<file path="src/rtl/lnpl_pkg.sv">
// shared types and constants for the looped note pattern lookup
`timescale 1ns / 1ps

package lnpl_pkg;

    localparam int ACT_W   = 3;
    localparam int START_W = 24;
    localparam int DUR_W   = 24;
    localparam int PITCH_W = 7;
    localparam int VEL_W   = 7;
    localparam int VOICE_W = 4;
    localparam int TICK_W  = 32;
    localparam int LEN_W   = 25;
    localparam int FLAG_W  = 3;

    localparam logic [ACT_W-1:0] ACT_CLEAR  = 3'd0;
    localparam logic [ACT_W-1:0] ACT_APPEND = 3'd1;
    localparam logic [ACT_W-1:0] ACT_QUERY  = 3'd2;
    localparam logic [ACT_W-1:0] ACT_CHECK  = 3'd3;
    localparam logic [ACT_W-1:0] ACT_FINISH = 3'd4;

    localparam int FLAG_PITCH    = 0;
    localparam int FLAG_TIMING   = 1;
    localparam int FLAG_DURATION = 2;

    localparam logic RES_QUERY = 1'b0;
    localparam logic RES_CHECK = 1'b1;

    localparam int QUEUE_DEPTH = 2;
    localparam int QPTR_W      = 1;
    localparam int QCNT_W      = 2;

    typedef enum logic [2:0] {
        OP_CLEAR,
        OP_APPEND,
        OP_QUERY,
        OP_CHECK,
        OP_FINISH
    } op_t;

    typedef struct packed {
        op_t                op;
        logic [START_W-1:0] start;
        logic [DUR_W-1:0]   dur;
        logic [PITCH_W-1:0] pitch;
        logic [VEL_W-1:0]   vel;
        logic [VOICE_W-1:0] voice;
        logic [TICK_W-1:0]  tick;
    } cmd_t;

    typedef struct packed {
        logic               kind;
        logic               found;
        logic [TICK_W-1:0]  start;
        logic [DUR_W-1:0]   dur;
        logic [PITCH_W-1:0] pitch;
        logic [VEL_W-1:0]   vel;
        logic [VOICE_W-1:0] voice;
        logic               pass;
        logic               count_mm;
        logic               pitch_mm;
        logic               timing_mm;
        logic               dur_mm;
    } res_t;

endpackage

</file>
<file path="src/rtl/lnpl_front.sv">
// front end: accepts input words, classifies the action and queues commands
`timescale 1ns / 1ps

module lnpl_front
    import lnpl_pkg::*;
(
    input  logic               clk,
    input  logic               rst_n,
    input  logic               in_valid,
    output logic               in_stall,
    input  logic [ACT_W-1:0]   action,
    input  logic [START_W-1:0] note_start,
    input  logic [DUR_W-1:0]   note_duration,
    input  logic [PITCH_W-1:0] note_pitch,
    input  logic [VEL_W-1:0]   note_velocity,
    input  logic [VOICE_W-1:0] note_voice,
    input  logic [TICK_W-1:0]  query_tick,
    output logic               q_valid,
    output cmd_t               q_cmd,
    input  logic               q_pop
);

    cmd_t              q_mem [QUEUE_DEPTH];
    logic [QPTR_W-1:0] wr_ptr_reg;
    logic [QPTR_W-1:0] rd_ptr_reg;
    logic [QCNT_W-1:0] cnt_reg;
    op_t               cls_op;
    logic              cls_ok;
    logic              push;
    logic              pop;
    cmd_t              new_cmd;

    always_comb
    begin
        cls_op = OP_CLEAR;
        cls_ok = 1'b1;
        unique case (action)
            ACT_CLEAR:  cls_op = OP_CLEAR;
            ACT_APPEND: cls_op = OP_APPEND;
            ACT_QUERY:  cls_op = OP_QUERY;
            ACT_CHECK:  cls_op = OP_CHECK;
            ACT_FINISH: cls_op = OP_FINISH;
            default:    cls_ok = 1'b0;
        endcase
    end

    always_comb
    begin
        new_cmd.op    = cls_op;
        new_cmd.start = note_start;
        new_cmd.dur   = note_duration;
        new_cmd.pitch = note_pitch;
        new_cmd.vel   = note_velocity;
        new_cmd.voice = note_voice;
        new_cmd.tick  = query_tick;
    end

    assign in_stall = (cnt_reg == QCNT_W'(QUEUE_DEPTH));
    // unused actions are taken and dropped
    assign push     = in_valid && !in_stall && cls_ok;
    assign q_valid  = (cnt_reg != '0);
    assign pop      = q_pop && q_valid;
    assign q_cmd    = q_mem[rd_ptr_reg];

    always_ff @(posedge clk)
    begin
        if (push)
        begin
            q_mem[wr_ptr_reg] <= new_cmd;
        end
    end

    always_ff @(posedge clk or negedge rst_n)
    begin
        if (!rst_n)
        begin
            wr_ptr_reg <= '0;
            rd_ptr_reg <= '0;
            cnt_reg    <= '0;
        end
        else
        begin
            if (push)
            begin
                wr_ptr_reg <= wr_ptr_reg + 1'b1;
            end
            if (pop)
            begin
                rd_ptr_reg <= rd_ptr_reg + 1'b1;
            end
            if (push && !pop)
            begin
                cnt_reg <= cnt_reg + 1'b1;
            end
            else if (pop && !push)
            begin
                cnt_reg <= cnt_reg - 1'b1;
            end
        end
    end

endmodule

</file>
<file path="src/rtl/lnpl_div.sv">
// bit-serial remainder unit: tick modulo pattern length
`timescale 1ns / 1ps

module lnpl_div
    import lnpl_pkg::*;
(
    input  logic              clk,
    input  logic              rst_n,
    input  logic              start,
    input  logic [TICK_W-1:0] dividend,
    input  logic [LEN_W-1:0]  divisor,
    output logic              done,
    output logic [LEN_W-1:0]  rem
);

    localparam int CNT_W = $clog2(TICK_W);

    logic              busy_reg;
    logic              done_reg;
    logic [CNT_W-1:0]  cnt_reg;
    logic [TICK_W-1:0] quo_reg;
    logic [LEN_W-1:0]  rem_reg;
    logic [LEN_W-1:0]  div_reg;
    logic [LEN_W:0]    trial;
    logic [LEN_W-1:0]  step_rem;

    always_comb
    begin
        trial = {rem_reg, quo_reg[TICK_W-1]};
        if (trial >= {1'b0, div_reg})
        begin
            step_rem = LEN_W'(trial - {1'b0, div_reg});
        end
        else
        begin
            step_rem = trial[LEN_W-1:0];
        end
    end

    assign done = done_reg;
    assign rem  = rem_reg;

    always_ff @(posedge clk or negedge rst_n)
    begin
        if (!rst_n)
        begin
            busy_reg <= 1'b0;
            done_reg <= 1'b0;
            cnt_reg  <= '0;
        end
        else
        begin
            done_reg <= 1'b0;
            if (start)
            begin
                busy_reg <= 1'b1;
                cnt_reg  <= '0;
            end
            else if (busy_reg)
            begin
                cnt_reg <= cnt_reg + 1'b1;
                if (cnt_reg == CNT_W'(TICK_W - 1))
                begin
                    busy_reg <= 1'b0;
                    done_reg <= 1'b1;
                end
            end
        end
    end

    always_ff @(posedge clk)
    begin
        if (start)
        begin
            quo_reg <= dividend;
            rem_reg <= '0;
            div_reg <= divisor;
        end
        else if (busy_reg)
        begin
            quo_reg <= {quo_reg[TICK_W-2:0], 1'b0};
            rem_reg <= step_rem;
        end
    end

endmodule

</file>
<file path="src/rtl/lnpl_back.sv">
// back end: note table, query scan, check bookkeeping and result register
`timescale 1ns / 1ps

module lnpl_back
    import lnpl_pkg::*;
#(
    parameter int MAX_NOTES = 16
)
(
    input  logic clk,
    input  logic rst_n,
    input  logic q_valid,
    input  cmd_t q_cmd,
    output logic q_pop,
    output logic out_valid,
    input  logic out_stall,
    output res_t res
);

    localparam int IW = (MAX_NOTES > 1) ? $clog2(MAX_NOTES) : 1;
    localparam int CW = $clog2(MAX_NOTES + 2);

    typedef struct packed {
        logic [START_W-1:0] start;
        logic [DUR_W-1:0]   dur;
        logic [PITCH_W-1:0] pitch;
        logic [VEL_W-1:0]   vel;
        logic [VOICE_W-1:0] voice;
    } note_t;

    typedef enum logic [1:0] {
        S_IDLE,
        S_DIV,
        S_WALK,
        S_CHK
    } state_t;

    note_t mem [MAX_NOTES];
    note_t rd_data_reg;
    note_t wdata;
    logic  we;
    logic  rd_en;
    logic [IW-1:0] rd_addr;
    logic [IW-1:0] waddr;

    state_t            state_reg, state_next;
    logic [CW-1:0]     stored_reg, stored_next;
    logic [LEN_W-1:0]  plen_reg, plen_next;
    logic [CW-1:0]     checked_reg, checked_next;
    logic [FLAG_W-1:0] flags_reg, flags_next;
    cmd_t              cmd_reg, cmd_next;
    logic [CW-1:0]     iss_reg, iss_next;
    logic              pend_reg, pend_next;
    logic [LEN_W-1:0]  pos_reg, pos_next;
    logic              out_valid_reg, out_valid_next;
    res_t              res_reg, res_next;

    logic             div_start;
    logic             div_done;
    logic [LEN_W-1:0] div_rem;
    logic             slot_free;
    logic [LEN_W-1:0] append_end;
    logic [LEN_W-1:0] ent_end;
    logic             hit;
    logic             cnt_mm;

    lnpl_div u_div (
        .clk      (clk),
        .rst_n    (rst_n),
        .start    (div_start),
        .dividend (q_cmd.tick),
        .divisor  (plen_reg),
        .done     (div_done),
        .rem      (div_rem)
    );

    assign slot_free  = !out_valid_reg || !out_stall;
    assign append_end = {1'b0, q_cmd.start} + {1'b0, q_cmd.dur};
    assign ent_end    = {1'b0, rd_data_reg.start} + {1'b0, rd_data_reg.dur};
    assign hit        = pend_reg && (pos_reg >= {1'b0, rd_data_reg.start})
                        && (pos_reg < ent_end);
    assign cnt_mm     = (checked_reg != stored_reg);
    assign waddr      = stored_reg[IW-1:0];

    always_comb
    begin
        wdata.start = q_cmd.start;
        wdata.dur   = q_cmd.dur;
        wdata.pitch = q_cmd.pitch;
        wdata.vel   = q_cmd.vel;
        wdata.voice = q_cmd.voice;
    end

    always_comb
    begin
        state_next     = state_reg;
        stored_next    = stored_reg;
        plen_next      = plen_reg;
        checked_next   = checked_reg;
        flags_next     = flags_reg;
        cmd_next       = cmd_reg;
        iss_next       = iss_reg;
        pend_next      = pend_reg;
        pos_next       = pos_reg;
        out_valid_next = out_valid_reg;
        res_next       = res_reg;
        q_pop          = 1'b0;
        div_start      = 1'b0;
        we             = 1'b0;
        rd_en          = 1'b0;
        rd_addr        = '0;

        if (out_valid_reg && !out_stall)
        begin
            out_valid_next = 1'b0;
        end

        unique case (state_reg)
            S_IDLE:
            begin
                if (q_valid && slot_free)
                begin
                    q_pop    = 1'b1;
                    cmd_next = q_cmd;
                    unique case (q_cmd.op)
                        OP_CLEAR:
                        begin
                            stored_next  = '0;
                            plen_next    = '0;
                            checked_next = '0;
                            flags_next   = '0;
                        end
                        OP_APPEND:
                        begin
                            if (stored_reg < CW'(MAX_NOTES))
                            begin
                                we          = 1'b1;
                                stored_next = stored_reg + 1'b1;
                                if (append_end > plen_reg)
                                begin
                                    plen_next = append_end;
                                end
                            end
                        end
                        OP_QUERY:
                        begin
                            if (plen_reg == '0)
                            begin
                                out_valid_next = 1'b1;
                                res_next       = '0;
                                res_next.kind  = RES_QUERY;
                                res_next.start = q_cmd.tick;
                            end
                            else
                            begin
                                div_start  = 1'b1;
                                state_next = S_DIV;
                            end
                        end
                        OP_CHECK:
                        begin
                            if (checked_reg < stored_reg)
                            begin
                                rd_en      = 1'b1;
                                rd_addr    = checked_reg[IW-1:0];
                                state_next = S_CHK;
                            end
                            else if (checked_reg < CW'(MAX_NOTES + 1))
                            begin
                                checked_next = checked_reg + 1'b1;
                            end
                        end
                        OP_FINISH:
                        begin
                            out_valid_next    = 1'b1;
                            res_next          = '0;
                            res_next.kind     = RES_CHECK;
                            res_next.count_mm = cnt_mm;
                            if (!cnt_mm)
                            begin
                                res_next.pitch_mm  = flags_reg[FLAG_PITCH];
                                res_next.timing_mm = flags_reg[FLAG_TIMING];
                                res_next.dur_mm    = flags_reg[FLAG_DURATION];
                                res_next.pass      = (flags_reg == '0);
                            end
                            checked_next = '0;
                            flags_next   = '0;
                        end
                        default:
                        begin
                        end
                    endcase
                end
            end
            S_DIV:
            begin
                if (div_done)
                begin
                    pos_next   = div_rem;
                    iss_next   = '0;
                    pend_next  = 1'b0;
                    state_next = S_WALK;
                end
            end
            S_WALK:
            begin
                if (hit)
                begin
                    out_valid_next = 1'b1;
                    res_next       = '0;
                    res_next.kind  = RES_QUERY;
                    res_next.found = 1'b1;
                    res_next.start = TICK_W'(rd_data_reg.start);
                    res_next.dur   = rd_data_reg.dur;
                    res_next.pitch = rd_data_reg.pitch;
                    res_next.vel   = rd_data_reg.vel;
                    res_next.voice = rd_data_reg.voice;
                    state_next     = S_IDLE;
                end
                else if (!pend_reg && (iss_reg == stored_reg))
                begin
                    out_valid_next = 1'b1;
                    res_next       = '0;
                    res_next.kind  = RES_QUERY;
                    res_next.start = cmd_reg.tick;
                    state_next     = S_IDLE;
                end
                else if (iss_reg < stored_reg)
                begin
                    rd_en     = 1'b1;
                    rd_addr   = iss_reg[IW-1:0];
                    iss_next  = iss_reg + 1'b1;
                    pend_next = 1'b1;
                end
                else
                begin
                    pend_next = 1'b0;
                end
            end
            S_CHK:
            begin
                if (rd_data_reg.pitch != cmd_reg.pitch)
                begin
                    flags_next[FLAG_PITCH] = 1'b1;
                end
                if (rd_data_reg.start != cmd_reg.start)
                begin
                    flags_next[FLAG_TIMING] = 1'b1;
                end
                if (rd_data_reg.dur != cmd_reg.dur)
                begin
                    flags_next[FLAG_DURATION] = 1'b1;
                end
                checked_next = checked_reg + 1'b1;
                state_next   = S_IDLE;
            end
            default:
            begin
                state_next = S_IDLE;
            end
        endcase
    end

    always_ff @(posedge clk)
    begin
        if (we)
        begin
            mem[waddr] <= wdata;
        end
        if (rd_en)
        begin
            rd_data_reg <= mem[rd_addr];
        end
    end

    always_ff @(posedge clk or negedge rst_n)
    begin
        if (!rst_n)
        begin
            state_reg     <= S_IDLE;
            stored_reg    <= '0;
            plen_reg      <= '0;
            checked_reg   <= '0;
            flags_reg     <= '0;
            iss_reg       <= '0;
            pend_reg      <= 1'b0;
            out_valid_reg <= 1'b0;
        end
        else
        begin
            state_reg     <= state_next;
            stored_reg    <= stored_next;
            plen_reg      <= plen_next;
            checked_reg   <= checked_next;
            flags_reg     <= flags_next;
            iss_reg       <= iss_next;
            pend_reg      <= pend_next;
            out_valid_reg <= out_valid_next;
        end
    end

    always_ff @(posedge clk)
    begin
        cmd_reg <= cmd_next;
        pos_reg <= pos_next;
        res_reg <= res_next;
    end

    assign out_valid = out_valid_reg;
    assign res       = res_reg;

endmodule

</file>
<file path="src/rtl/looped_note_pattern_lookup.sv">
// Looped note pattern lookup: a table of pattern notes answers tick queries
// and checks generated note sequences against the stored pattern.
// Input channel: in_valid / in_stall carry one word with an action and note
// or tick fields; a word is taken when in_valid is high and in_stall is low.
// Clear, append and check words give no result; query and finish words give
// one result word on the output channel (out_valid / out_stall).
// A two-entry command queue sits behind the input, so words are taken while
// the back end works or while a result waits on a stalled receiver.
// A query on an empty pattern is answered from the idle state, without the remainder unit.
// Otherwise a 32-step serial remainder unit reduces the tick, then the table
// is scanned one entry per cycle.
// A result word holds while out_stall is high; the next command waits.
// Reset empties the queue and the table and abandons any check in progress.
`timescale 1ns / 1ps

module looped_note_pattern_lookup
    import lnpl_pkg::*;
#(
    parameter int MAX_NOTES = 16
)
(
    input  logic               clk,
    input  logic               rst_n,
    input  logic               in_valid,
    output logic               in_stall,
    input  logic [ACT_W-1:0]   action,
    input  logic [START_W-1:0] note_start,
    input  logic [DUR_W-1:0]   note_duration,
    input  logic [PITCH_W-1:0] note_pitch,
    input  logic [VEL_W-1:0]   note_velocity,
    input  logic [VOICE_W-1:0] note_voice,
    input  logic [TICK_W-1:0]  query_tick,
    output logic               out_valid,
    input  logic               out_stall,
    output logic               result_kind,
    output logic               found,
    output logic [TICK_W-1:0]  out_start,
    output logic [DUR_W-1:0]   out_duration,
    output logic [PITCH_W-1:0] out_pitch,
    output logic [VEL_W-1:0]   out_velocity,
    output logic [VOICE_W-1:0] out_voice,
    output logic               check_pass,
    output logic               count_mismatch,
    output logic               pitch_diff,
    output logic               timing_diff,
    output logic               duration_diff
);

    logic q_valid;
    logic q_pop;
    cmd_t q_cmd;
    res_t res;

    lnpl_front u_front (
        .clk           (clk),
        .rst_n         (rst_n),
        .in_valid      (in_valid),
        .in_stall      (in_stall),
        .action        (action),
        .note_start    (note_start),
        .note_duration (note_duration),
        .note_pitch    (note_pitch),
        .note_velocity (note_velocity),
        .note_voice    (note_voice),
        .query_tick    (query_tick),
        .q_valid       (q_valid),
        .q_cmd         (q_cmd),
        .q_pop         (q_pop)
    );

    lnpl_back #(
        .MAX_NOTES (MAX_NOTES)
    ) u_back (
        .clk       (clk),
        .rst_n     (rst_n),
        .q_valid   (q_valid),
        .q_cmd     (q_cmd),
        .q_pop     (q_pop),
        .out_valid (out_valid),
        .out_stall (out_stall),
        .res       (res)
    );

    assign result_kind    = res.kind;
    assign found          = res.found;
    assign out_start      = res.start;
    assign out_duration   = res.dur;
    assign out_pitch      = res.pitch;
    assign out_velocity   = res.vel;
    assign out_voice      = res.voice;
    assign check_pass     = res.pass;
    assign count_mismatch = res.count_mm;
    assign pitch_diff     = res.pitch_mm;
    assign timing_diff    = res.timing_mm;
    assign duration_diff  = res.dur_mm;

    a_verdict_no_note: assert property (@(posedge clk) disable iff (!rst_n)
        (out_valid && result_kind == RES_CHECK) |->
            (!found && out_duration == '0 && out_pitch == '0 && out_start == '0))
        else $error("check verdict carries note fields");

    a_answer_no_verdict: assert property (@(posedge clk) disable iff (!rst_n)
        (out_valid && result_kind == RES_QUERY) |->
            (!check_pass && !count_mismatch && !pitch_diff
             && !timing_diff && !duration_diff))
        else $error("query answer carries verdict fields");

    a_pass_consistent: assert property (@(posedge clk) disable iff (!rst_n)
        (out_valid && (check_pass || count_mismatch)) |->
            (!pitch_diff && !timing_diff && !duration_diff
             && !(check_pass && count_mismatch)))
        else $error("verdict flags inconsistent");

    a_rest_empty: assert property (@(posedge clk) disable iff (!rst_n)
        (out_valid && result_kind == RES_QUERY && !found) |->
            (out_duration == '0 && out_pitch == '0 && out_velocity == '0
             && out_voice == '0))
        else $error("rest answer carries note fields");

endmodule
</file>
<file path="config.mk">
export PLATFORM = sky130hd
export DESIGN_NAME = looped_note_pattern_lookup
export DESIGN_NICKNAME = d
export VERILOG_FILES = /design/src/rtl/lnpl_pkg.sv /design/src/rtl/lnpl_front.sv /design/src/rtl/lnpl_div.sv /design/src/rtl/lnpl_back.sv /design/src/rtl/looped_note_pattern_lookup.sv
export SDC_FILE = /design/constraint.sdc
export NUM_CORES = 2
export LEC_CHECK = 0
export ABC_AREA = 0
export BUFFER_PORTS_ARGS = -buffer_cell sky130_fd_sc_hd__buf_2
export CAP_MARGIN = 5
export CELL_PAD_IN_SITES_DETAIL_PLACEMENT = 0
export CELL_PAD_IN_SITES_GLOBAL_PLACEMENT = 2
export CORE_MARGIN = 5
export CORE_UTILIZATION = 46
export DETAILED_ROUTE_END_ITERATION = 12
export GPL_ROUTABILITY_DRIVEN = 0
export GPL_TIMING_DRIVEN = 0
export HOLD_SLACK_MARGIN = 0.08
export PLACE_DENSITY = 0.83
export SYNTH_ARGS = -nofsm -noshare
export SYNTH_HDL_FRONTEND = slang
export SYNTH_SLANG_ARGS = --single-unit
</file>
<file path="constraint.sdc">
create_clock -name clk -period 11.07 [get_ports clk]
set_input_delay 0.5535 -clock clk [delete_from_list [all_inputs] [get_ports clk]]
set_output_delay 0.5535 -clock clk [all_outputs]
set_load 0.01 [all_outputs]
</file>
-- After elaboration in Yosys (flattened, before gate mapping)
Memories as Yosys holds them, arrays and structs flattened. A register that Yosys moved wholly into a read port is not among the register bits.
Index checks and enable logic that the tools add are counted.
- register bits: 333
- RAM bits: 1258
- input port bits: 105
- memories kept: 2
- memory list (memory ; words ; bits a word ; read ports ; clocked after memory_dff ; write ports ; line ; RTL):
    u_back.mem ; 16 ; 66 ; 1 ; 1 ; 1 ; lnpl_back.sv:38 ; note_t mem [MAX_NOTES];
    u_front.q_mem ; 2 ; 101 ; 1 ; 0 ; 1 ; lnpl_front.sv:23 ; cmd_t q_mem [QUEUE_DEPTH];
- add/subtract/negate cells: 11
- order comparisons: 8
- equality and inequality tests: 38
- mux-type cells: 91
- reductions and logical operators: 43
- operators by type and width (kind ; number):
    81-bit two-way mux ; 4
    81-bit one-hot mux with 2 select lines ; 2
    25-bit two-way mux ; 3
    32-bit two-way mux ; 2
    24-bit by 24-bit adder with 25-bit output ; 2
    5-bit two-way mux ; 10
    25-bit one-hot mux with 2 select lines ; 1
    24-bit inequality test ; 2
    5-bit one-hot mux with 2 select lines ; 4
    1-bit two-way mux ; 39
    26-bit by 25-bit >= comparator with 1-bit output ; 1
    25-bit by 24-bit >= comparator with 1-bit output ; 1
    25-bit greater-than comparator ; 1
    25-bit logical NOT ; 1
    25-bit less-than comparator ; 1
    25-bit subtractor ; 1
    4-bit two-way mux ; 6
    5-bit by 1-bit adder with 5-bit output, second input constant ; 4
    4-bit AND reduction ; 5
    5-bit AND reduction ; 4
    2-bit two-way mux ; 8
    3-bit inequality test, second input constant ; 5
    2-bit by 1-bit inequality test with 1-bit output, second input constant ; 7
    2-bit nonzero test ; 7
    other kinds (33) ; 70

-- Longest topological paths before layout
- depth after elaboration: 9
- gate-level depth with buffers: 30
- mapped depth without buffers: 25

-- By module
A second synthesis with hierarchy kept.
- cell total of the unflattened synthesis: 4778
- area total of the unflattened synthesis: 72243.0 sq um
- modules (own cells, without submodules) (module ; instances ; cells each ; area an instance (sq um) ; seq. area each (sq um)):
    lnpl_back ; 1 ; 4001 ; 59538.4 ; 40664.0
    lnpl_front ; 1 ; 337 ; 7835.0 ; 6165.9
    lnpl_div ; 1 ; 440 ; 4869.7 ; 2387.3

-- Worst setup path before layout
Ideal clock, no wire load.
- path type: register -> register
- from: reg, netlist name u_back.rd_data_reg[42]
- to: reg u_back.res_reg (netlist bit u_back.res[0]) (enable)
- arrival time: 8.536 ns
- data required time: 10.523 ns
- path slack: 1.988 ns
- cell stages (with the launch flop): 24
- path buffers: 2
- cell sequence: edfxtp_1 > ha_1 > fa_1 > a21o_1 > a21oi_1 > o21a_1 > o31ai_1 > nor4_1 > o31ai_1 > a22o_1 > o41ai_1 > o21bai_1 > a21oi_1 > xor2_1 > ha_1 > and3_1 > nand4_1 > nor4_2 > a211o_1 > nor4_2 > buf_6 > nor2b_1 > clkbuf_1 > a21oi_1
- word-level cells in the longest chain between the ends: 5
- ends and longest elaborated chain (what ; line ; RTL):
    24-bit by 24-bit adder with 25-bit output / 25-bit by 24-bit >= comparator with 1-bit output (equally long branches) ; lnpl_back.sv:79, lnpl_back.sv:80 ;
    25-bit less-than comparator / 1-bit logical AND (equally long branches) ; lnpl_back.sv:81, lnpl_back.sv:80 ;
    1-bit logical AND (*) ; lnpl_back.sv:81 ; && (pos_reg < ent_end);
    3-bit by 1-bit inequality test with 1-bit output (no line) (*) ; n/a ;
    5-bit AND reduction (no line) (*) ; n/a ;
    end signal: assignment ; lnpl_back.sv:306 ; res_reg <= res_next;
    end: declaration ; lnpl_back.sv:56 ; res_t res_reg, res_next;
Every way passes the cells marked *; elsewhere a longest branch is shown, timed or not.
A chain may end at the register's enable or synchronous reset.

==> results.md <==
* Worst VDD drop at 0.183 mV
* Die area at 0.157 mm²
* Worst skew pair latency at 0.82 ns
* Initial antenna violation count at 6
* CP top delay family: compound AO/OA/AOI/OAI gates
* R2r setup slk at 2.17 ns
* Final slew viol count at 0
* Nets@finish at 5391
* Core area at 0.148 mm²
* PwrDens at 251 mW/mm²
* Synth Instances at 4626
* Overflow after GRT at 0
* Global-route wire length before repair at 290 mm
* Crit path max fanout at 18
* WL met1 at 86.0 mm
* Fmax at 112 MHz
* Main flop type after synthesis: edfxtp_1
* Actual slew at the worst max-slew pin at 1.34 ns
* Design area at 0.0791 mm²
* Post-synth EDFFs at 1574
* FF+latch count, synth at 1657
* Metal2 WL at 94.8 mm
* Inst Count DP at 6772
* Post-Syn Area per Cell at 14.8 µm²
* R2R Path Start: u_front.rd_ptr_reg
* Ranking of synthesized cells by area: edfxtp_1 (69%), nand2_1 (3.2%), mux2i_1 (3.1%)
* Top-count cell post-synth: edfxtp_1
* Total CTS buffers at 166
* HP Class: in2reg
* Via count of the first global-routing pass at 41100
* Total track usage at 0.256
* Delay of the slowest cell on the worst path at 1.01 ns
* Critical path type: reg2reg
* Post-CTS Setup Bufs at 0
* Wirelength, routed at 204 mm
* Most used cell, CP: a21oi_1
* Routed vias at 42600
* Top post-synthesis cells by count: edfxtp_1 (1574), nand2_1 (588), a21oi_1 (354), mux2i_1 (212), a221oi_1 (173)
* Antenna-violating nets left at 0
* Initial Util at 0.464
* Placed inst area at 0.0728 mm²
* Max reg flops at 1056
* Fin util at 0.534
* Final Hold Fails at 0
* Min-delay src: in_valid
* Data required, critical path at 11.79 ns
* Post-detailed-route DRC marker count at 0
* CP max-delay cell: clkbuf_1
* Fill count at 11900
* Largest net degree at the start of global routing at 58
* Outcome: finished, final reports clean
* Worst r2r dst: u_back.plen_reg[2]
* Synthesis-to-layout area growth at 15.2%
* Max-slew headroom at 0.108
* Root buffer cell: clkbuf_16
* Reg2Reg Depth at 27
* YS warnings at 0
* I/O pin count at 188
* Setup Skew at 0.0339 ns
* Hold path cells at 3
* CTS max path bufs at 3
* Die Wd at 396 µm
* Async S/R FF share, synth at 0.0350
* Layout cells sized above 1 at 0.139
* Die H at 396 µm
* Register area share after synthesis at 0.717
* Area of the multi-input gates at 0.0177 mm²
* Netlist cell types at 76
* Hold path endpoint: u_front.wr_ptr_reg
* Cts hold-fix bufs at 103
* Router iterations before antenna repair at 6
* Clock-pin slew on the worst setup and hold paths at 0.06 ns
* Dpl hpwl at 140 mm
* Pleak at 28.3 nW
* DRT iter0 DRCs at 4822
* Arrival time worst endpoint at 9.62 ns
* Type of origin of the critical path: flop
* Via/cell ratio at 5.95
* Wire per inst at 28.5 µm
* CTS Sinks at 1657
* Syn nets at 4903
* Cell Area, Synth at 0.0686 mm²
* CTS tree: done
* Worst Path Buf+Inv at 5
* RSZ-0062 raised after global routing: no
* Core Rows at 141
* Total of max-cap violations at 0
* Final Setup Violations at 0
* Met3 Wirelength at 16.6 mm
* Hold slack at 0.171 ns
* H-tree depth at 4
* Number of port buffers at 187
* Finished Layout Cells at 7167
* Period utilization at 0.804
* Storage element area at 0.0492 mm²
* Highest Signal Layer: met4
* Resize count post-CTS at 0
* Top cell type by total area after synthesis: edfxtp_1
* Top cell type's share of synthesized area at 0.689
* Tmin final at 8.90 ns
* Worst Setup End Kind: flop
==> how the worst max path moves through the flow <==
| stage | startpoint | to | cells past startpoint |
|---|---|---|---|
| global placement | u_back.rd_data_reg[18] | u_back.res[17] | 22 |
| finish | u_front.rd_ptr_reg | u_back.plen_reg[2] | 27 |
| CTS | u_front.rd_ptr_reg | u_back.plen_reg[2] | 27 |
| global route | u_front.rd_ptr_reg | u_back.plen_reg[0] | 26 |
| detailed placement | u_front.rd_ptr_reg | u_back.plen_reg[2] | 27 |
| floorplan | u_back.rd_data_reg[42] | u_back.res[0] | 23 |
==> metal layers <==
metal	global-route usage	vias to the layer above
met5	0	-
met4	0.0841	0
li1	-	18800
met3	0.0427	314
met2	0.409	1999
met1	0.360	21500
==> area by class of cell <==
| class | instances | area share |
|---|---|---|
| antenna | 1 | 0.0000317 |
| clock buffer | 210 | 0.0558 |
| inverter | 137 | 0.00654 |
| multi-input combinational | 2586 | 0.224 |
| clock inverter | 80 | 0.0102 |
| timing repair buffer | 320 | 0.0342 |
| buffer | 246 | 0.0159 |
| tap | 1930 | 0.0305 |
| sequential | 1657 | 0.623 |
==> worst reg2reg max path, stage by stage, from the launching register on <==
cell,delay [ns]
dfrtp_1,0.31
buf_2,0.17
buf_1,0.58
clkbuf_1,1.02
buf_2,0.79
mux2_2,0.67
ha_1,0.38
fa_1,0.41
a21o_1,0.18
a21oi_1,0.24
nor2_1,0.09
o221ai_1,0.28
a21oi_1,0.22
o2111ai_1,0.27
a31oi_1,0.18
a21o_1,0.22
a21oi_1,0.17
xnor2_1,0.22
ha_1,0.31
a21o_1,0.16
a21o_1,0.17
a21oi_1,0.14
o21ai_0,0.15
a21oi_1,0.26
nor3b_1,0.12
a21oi_1,0.43
clkbuf_1,0.46
a22o_1,0.23
==> cell families after synthesis <==
family / synth area share
xor gates and xnor gates: 0.0149
AOI/OAI and AO/OA: 0.0975
adders and majority gates: 0.0317
buffers and inverters: 0.0257
and+or+nand+nor: 0.0658
muxes: 0.0473
DFF: 0.717
==> stage by stage <==
stage	setup WS, ns	setup TNS (ns)	power, mW
floorplan	1.99	0	12.2
global placement	-3.11	-249.52	14.4
detailed placement	2.10	0	14.5
CTS	2.04	0	19.9
global route	1.67	0	20.8
finish	2.17	0	19.9
==> power breakdown <==
group	internal [mW]	switching (mW)	leakage [nW]	total [mW]
Clock	3.09	2.38	2.55	5.46
Combinational	1.89	3.72	10.5	5.61
Sequential	8.30	0.500	15.3	8.80
==> layout by cell type, fill, tap and decap left out, types with 20 or more instances in the layout <==
cell	n
a211oi_1	23
a21o_1	38
a21oi_1	353
a221oi_1	173
a22o_1	39
a32oi_1	93
and3_1	58
buf_16	20
buf_2	272
buf_4	23
clkbuf_1	136
clkbuf_16	168
clkinv_1	33
dfrtp_1	58
dfxtp_1	25
dlygate4sd3_1	103
edfxtp_1	1574
ha_1	169
inv_1	136
mux2_2	100
mux2i_1	212
nand2_1	587
nand3_1	33
nand4_1	26
nor2_1	110
nor3_1	22
o21ai_0	117
o22ai_1	50
or4_1	44
xnor2_1	71
xor2_1	46
Note: power is estimated with default switching activity, not from simulation.
